==> src/rtl/core/cpbz_pkg.sv <==
// Shared types, codes and an arithmetic helper for the Bezier path evaluator.
package cpbz_pkg;

    localparam int COORD_W = 24;
    localparam int U_W     = 17;
    localparam int T_W     = 16;
    localparam int CFG_W   = 7;
    localparam logic [U_W-1:0] U_ONE = 17'h10000;

    typedef enum logic [1:0] {
        OP_WR_CURVE = 2'd0,
        OP_WR_HIN   = 2'd1,
        OP_WR_HOUT  = 2'd2,
        OP_EVAL     = 2'd3
    } opcode_t;

    typedef enum logic [1:0] {
        ST_OK        = 2'd0,
        ST_POS_RANGE = 2'd1,
        ST_IDX_RANGE = 2'd2
    } status_t;

    typedef logic signed [COORD_W-1:0] coord_t;

    typedef struct packed {
        logic    valid;
        logic    is_eval;
        status_t status;
    } ctrl_t;

    function automatic coord_t lerp(input coord_t a, input coord_t b,
                                    input logic [T_W-1:0] t);
        logic signed [COORD_W:0]         diff;
        logic signed [COORD_W+T_W+1:0]   prod;
        logic signed [COORD_W+1:0]       sum;
        begin
            diff = {b[COORD_W-1], b} - {a[COORD_W-1], a};
            prod = diff * $signed({1'b0, t});
            sum  = {{2{a[COORD_W-1]}}, a} + prod[T_W +: COORD_W+2];
            lerp = sum[COORD_W-1:0];
        end
    endfunction

endpackage

==> src/rtl/core/cpbz_merge.sv <==
// Output stage: combine lane results with status into the result word.
module cpbz_merge (
    input  logic                 aclk,
    input  logic                 aresetn,
    input  logic                 en,
    input  cpbz_pkg::ctrl_t      ctrl,
    input  cpbz_pkg::coord_t     res_x,
    input  cpbz_pkg::coord_t     res_y,
    input  cpbz_pkg::coord_t     res_z,
    output logic                 m_tvalid,
    output logic [79:0]          m_tdata
);

    logic        valid_reg;
    logic [79:0] data_reg;
    logic        keep;

    assign keep = ctrl.is_eval && (ctrl.status == cpbz_pkg::ST_OK);

    always_ff @(posedge aclk) begin
        if (!aresetn) begin
            valid_reg <= 1'b0;
        end else if (en) begin
            valid_reg <= ctrl.valid;
        end
    end

    always_ff @(posedge aclk) begin
        if (en) begin
            data_reg <= {6'd0, ctrl.status,
                         keep ? res_z : '0,
                         keep ? res_y : '0,
                         keep ? res_x : '0};
        end
    end

    assign m_tvalid = valid_reg;
    assign m_tdata  = data_reg;

endmodule

==> config.mk <==
export PLATFORM = sky130hd
export DESIGN_NAME = cpbz_merge
export DESIGN_NICKNAME = d
export VERILOG_FILES = /design/src/rtl/core/cpbz_pkg.sv /design/src/rtl/core/cpbz_merge.sv
export SDC_FILE = /design/constraint.sdc
export NUM_CORES = 1
export LEC_CHECK = 0
export BUFFER_PORTS_ARGS = -buffer_cell sky130_fd_sc_hd__clkbuf_2
export CAP_MARGIN = 40
export CORE_ASPECT_RATIO = 2
export CORE_MARGIN = 4
export CORE_UTILIZATION = 28
export DETAILED_ROUTE_END_ITERATION = 6
export PLACE_DENSITY = 0.63
export REMOVE_ABC_BUFFERS = 1
export SYNTH_ARGS = -nofsm -noshare
export SYNTH_HDL_FRONTEND = slang
export SYNTH_SLANG_ARGS = --single-unit
==> constraint.sdc <==
create_clock -name aclk -period 2.8 [get_ports aclk]
set_clock_uncertainty 0.1 [all_clocks]
set_input_delay 0.7 -clock aclk [delete_from_list [all_inputs] [get_ports aclk]]
set_output_delay 0.7 -clock aclk [all_outputs]
set_load 0.01 [all_outputs]
After elaboration in Yosys (flattened, before gate mapping):

Cells that the tools add are included.

* register bits: 75
* bits in latches: 0
* RAM bits: 0
* bits in read-only memories: 0
* bits of input ports: 79
* output and inout port bits: 81
* logic and storage cells: 5
* memories kept: 0

* add/subtract/negate cells: 0
* multipliers: 0
* div/mod/pow operators: 0
* magnitude comparators: 0
* equality and inequality tests: 0
* shifts and indexed selects: 0
* muxes and demuxes: 0
* bitwise operators: 0
* reduce and logical (&&, ||, !) cells: 2

Operators by type and width (number)
* 2-bit zero test: 1
* 1-bit logical AND: 1

Logic depth before layout (Yosys ltp):

* depth in word-level cells: 2
* mapped depth: 3
* depth with buffers taken out: 2

Worst setup path before layout:

No wires, ideal clock.

* kind: input to register
* from: input ctrl[1] (netlist bit)
* to: register data_reg[19] (netlist: m_tdata[19]), data pin
* setup time: 0.129 ns
* arrival time: 1.318 ns
* required time: 2.571 ns
* path slack: 1.253 ns
* stages on the path: 3
* path buffers: 1
* path through: nor3b_4 clkbuf_2 and2_2

* cells in the longest elaborated chain, start to end: 2

Ends and longest elaborated chain
* start: declaration: RTL line cpbz_merge.sv:6 `input cpbz_pkg::ctrl_t ctrl,`
* 2-bit zero test: RTL line cpbz_merge.sv:18 `assign keep = ctrl.is_eval && (ctrl.status == cpbz_pkg::ST_OK);`
* 1-bit logical AND: RTL line cpbz_merge.sv:18
* end signal: assignment: RTL line cpbz_merge.sv:30 `data_reg <= {6'd0, ctrl.status,`
* end: declaration: RTL line cpbz_merge.sv:15 `logic [79:0] data_reg;`

No other way between the ends.
A chain may end at the register's enable or synchronous reset.

Worst setup path after layout:

* from: register data_reg[58] (netlist: m_tdata[58])
* to: output m_tdata[58]

RTL lines
* end: declaration: RTL line cpbz_merge.sv:11 `output logic [79:0] m_tdata`

No word-level cell between the ends.

==> impl_metrics.toml <==
[run_status]
outcome = "complete, no violations"

[routing]
viasPerCell = 3.84
postRouteAntennaNets = 0
firstDrtPassIters = 3
vias = 1780
routedWlPerCell_um = 14.4
drc = 0
drt_iter0_markers = 103
wirelength_um = 6690

[setup_path]
crit_slowest_cell = "edfxtp_1"
cp_num_buf_inv = 1
crit_family = "flip-flops"
cp.depth = 1
ff2ff_path_depth = 2
path_max_fanout = 1
required_ns = 2.00
worstPathArrival_ns = 0.86
slowest_delay_ns = 0.39
cp-start-kind = "register"
crit_type = "reg -> out"
critPathCaptureType = "output pin"
cp_cell_sequence = "clkbuf_2"

[timing]
fmax_ghz = 0.601
rsz0062_at_grt = "false"
setup_tns_ns = 0
final_max_slew_viol_count = 0
period_needed_ns = 1.66
setup_slack_ns = 1.14
hold_viol_final = 0
setup_viol = 0
fin_crit_sh_pct = 59.4

[clocking]
htreeDepth = 3
cts_resized = 0
clkTransAtPathRegs_ns = 0.05
clkLatencyLatePin_ns = 0.32
cts-root-buf = "clkbuf_16"
cts_tree = "built"
ctsHoldBuffers = 0
clockBufferDepth = 2
cts_made_buffers = 9
post-cts-setup-buffers = 0
cts_sinks = 75

[finish]
layout-drive-gt1-share_pct = 64.3
area_delta_synth_final_pct = 40.9
nets = 403
diodes = 0
final_util_pct = 40.0
stdcell_area_um2 = 4030

[global_route]
grt_overflow = 0
track_usage_pct = 11.3
grt_max_degree = 46
antenna_found_initial = 0
grt_pass1_vias = 1760
grt_pass1_wl_um = 9630

[placement]
place_ws_ns = 0.941
portBuffers = 153
dp_hpwl_um = 5180
placed_area_um2 = 3780
place_congestion = 0.719

[pwr]
p_leak_nw = 1.78
ir_drop_mv = 0.274
powerDensity_nw_per_um2 = 632
p_total_mw = 2.55

[worst_hold_path]
hold_path_class = "reg -> reg"
hold_depth = 2

[floorplanning]
core_area_um2 = 10100
dieArea_um2 = 12000
die-width_um = 79.5
num_rows = 52
ios = 160
die_y_um = 151
start_util_pct = 28.4

[synthesis]
synthCells = 164
syn-cell-area_um2 = 2860
synth_cell_type_count = 10
synth_seq_area_share_pct = 78.3
synth.avg_cell_area_um2 = 17.5
synth-seq-cells = 75
yosys_warnings = 0

[job]
drv_cap = 0
cell type report:
class	count	area, um2
timing repair buffer	157	811
tap	135	169
clock inverter	4	18.8
sequential	75	2240
fill	969	6050
multi-input combinational	81	559
clock buffer	11	233
per-layer routing:
metal / global-route usage (%) / wire [um] / vias up
met1: 10.2 / 2040 / 821
met2: 20.4 / 3960 / 73
met3: 4.17 / 495 / 12
li1: - / - / 874
met5: 0 / 0 / -
met4: 7.14 / 199 / 0
metrics by stage:
| step | std cells | hold slack, ns |
|---|---|---|
| after floorplan | 156 | 0.438 |
| after global placement | 448 | 0.398 |
| after detailed placement | 448 | 0.426 |
| after CTS | 463 | 0.440 |
| final | 463 | 0.431 |
| after global routing | 463 | 0.481 |
layout by cell type (no fill, tap or decap), drive strengths merged:
cell type,netlist,final
and2,72,72
buf,6,5
clkbuf,7,163
clkinv,0,4
conb,1,6
dfxtp,1,1
edfxtp,74,74
mux2i,1,1
nor2b,1,1
nor3b,1,1
final timing paths:
| path | startpoint | to | slack, ns |
|---|---|---|---|
| setup reg to reg | m_tvalid | m_tvalid | 2.10 |
| hold reg to reg | m_tvalid | m_tvalid | 0.43 |
| setup / recovery | m_tdata[58] | m_tdata[58] | 1.14 |
| hold / removal | m_tvalid | m_tvalid | 0.43 |
Yosys cell counts:
cell type | count | area, um2
buf_4 | 6 | 45.0
nor2b_1 | 1 | 6.26
nor3b_4 | 1 | 18.8
edfxtp_1 | 74 | 2220
dfxtp_1 | 1 | 20.0
and2_2 | 41 | 308
mux2i_1 | 1 | 10.0
conb_1 | 1 | 3.75
clkbuf_2 | 7 | 35.0
and2_1 | 31 | 194
report_power, final:
| part | internal [mW] | switching (mW) | leakage, nW |
|---|---|---|---|
| Sequential | 1.31 | 0.0187 | 0.714 |
| Combinational | 0.107 | 0.120 | 0.937 |
| Clock | 0.587 | 0.408 | 0.127 |
| Total | 2.00 | 0.547 | 1.78 |
cell families (layout without fill, tap and decap cells):
family / Yosys count / count (layout) / synth area share [%]
flip-flops: 75 / 75 / 78.3
other: 1 / 6 / 0.131
multiplexers: 1 / 1 / 0.350
buffers and inverters: 13 / 172 / 2.80
AND/OR/NAND/NOR: 74 / 74 / 18.4
flip-flops by register name, summed over array words and instances, names as in the netlist:
register,count
m_tdata,74
m_tvalid,1
Note: power is estimated with default switching activity, not from simulation.
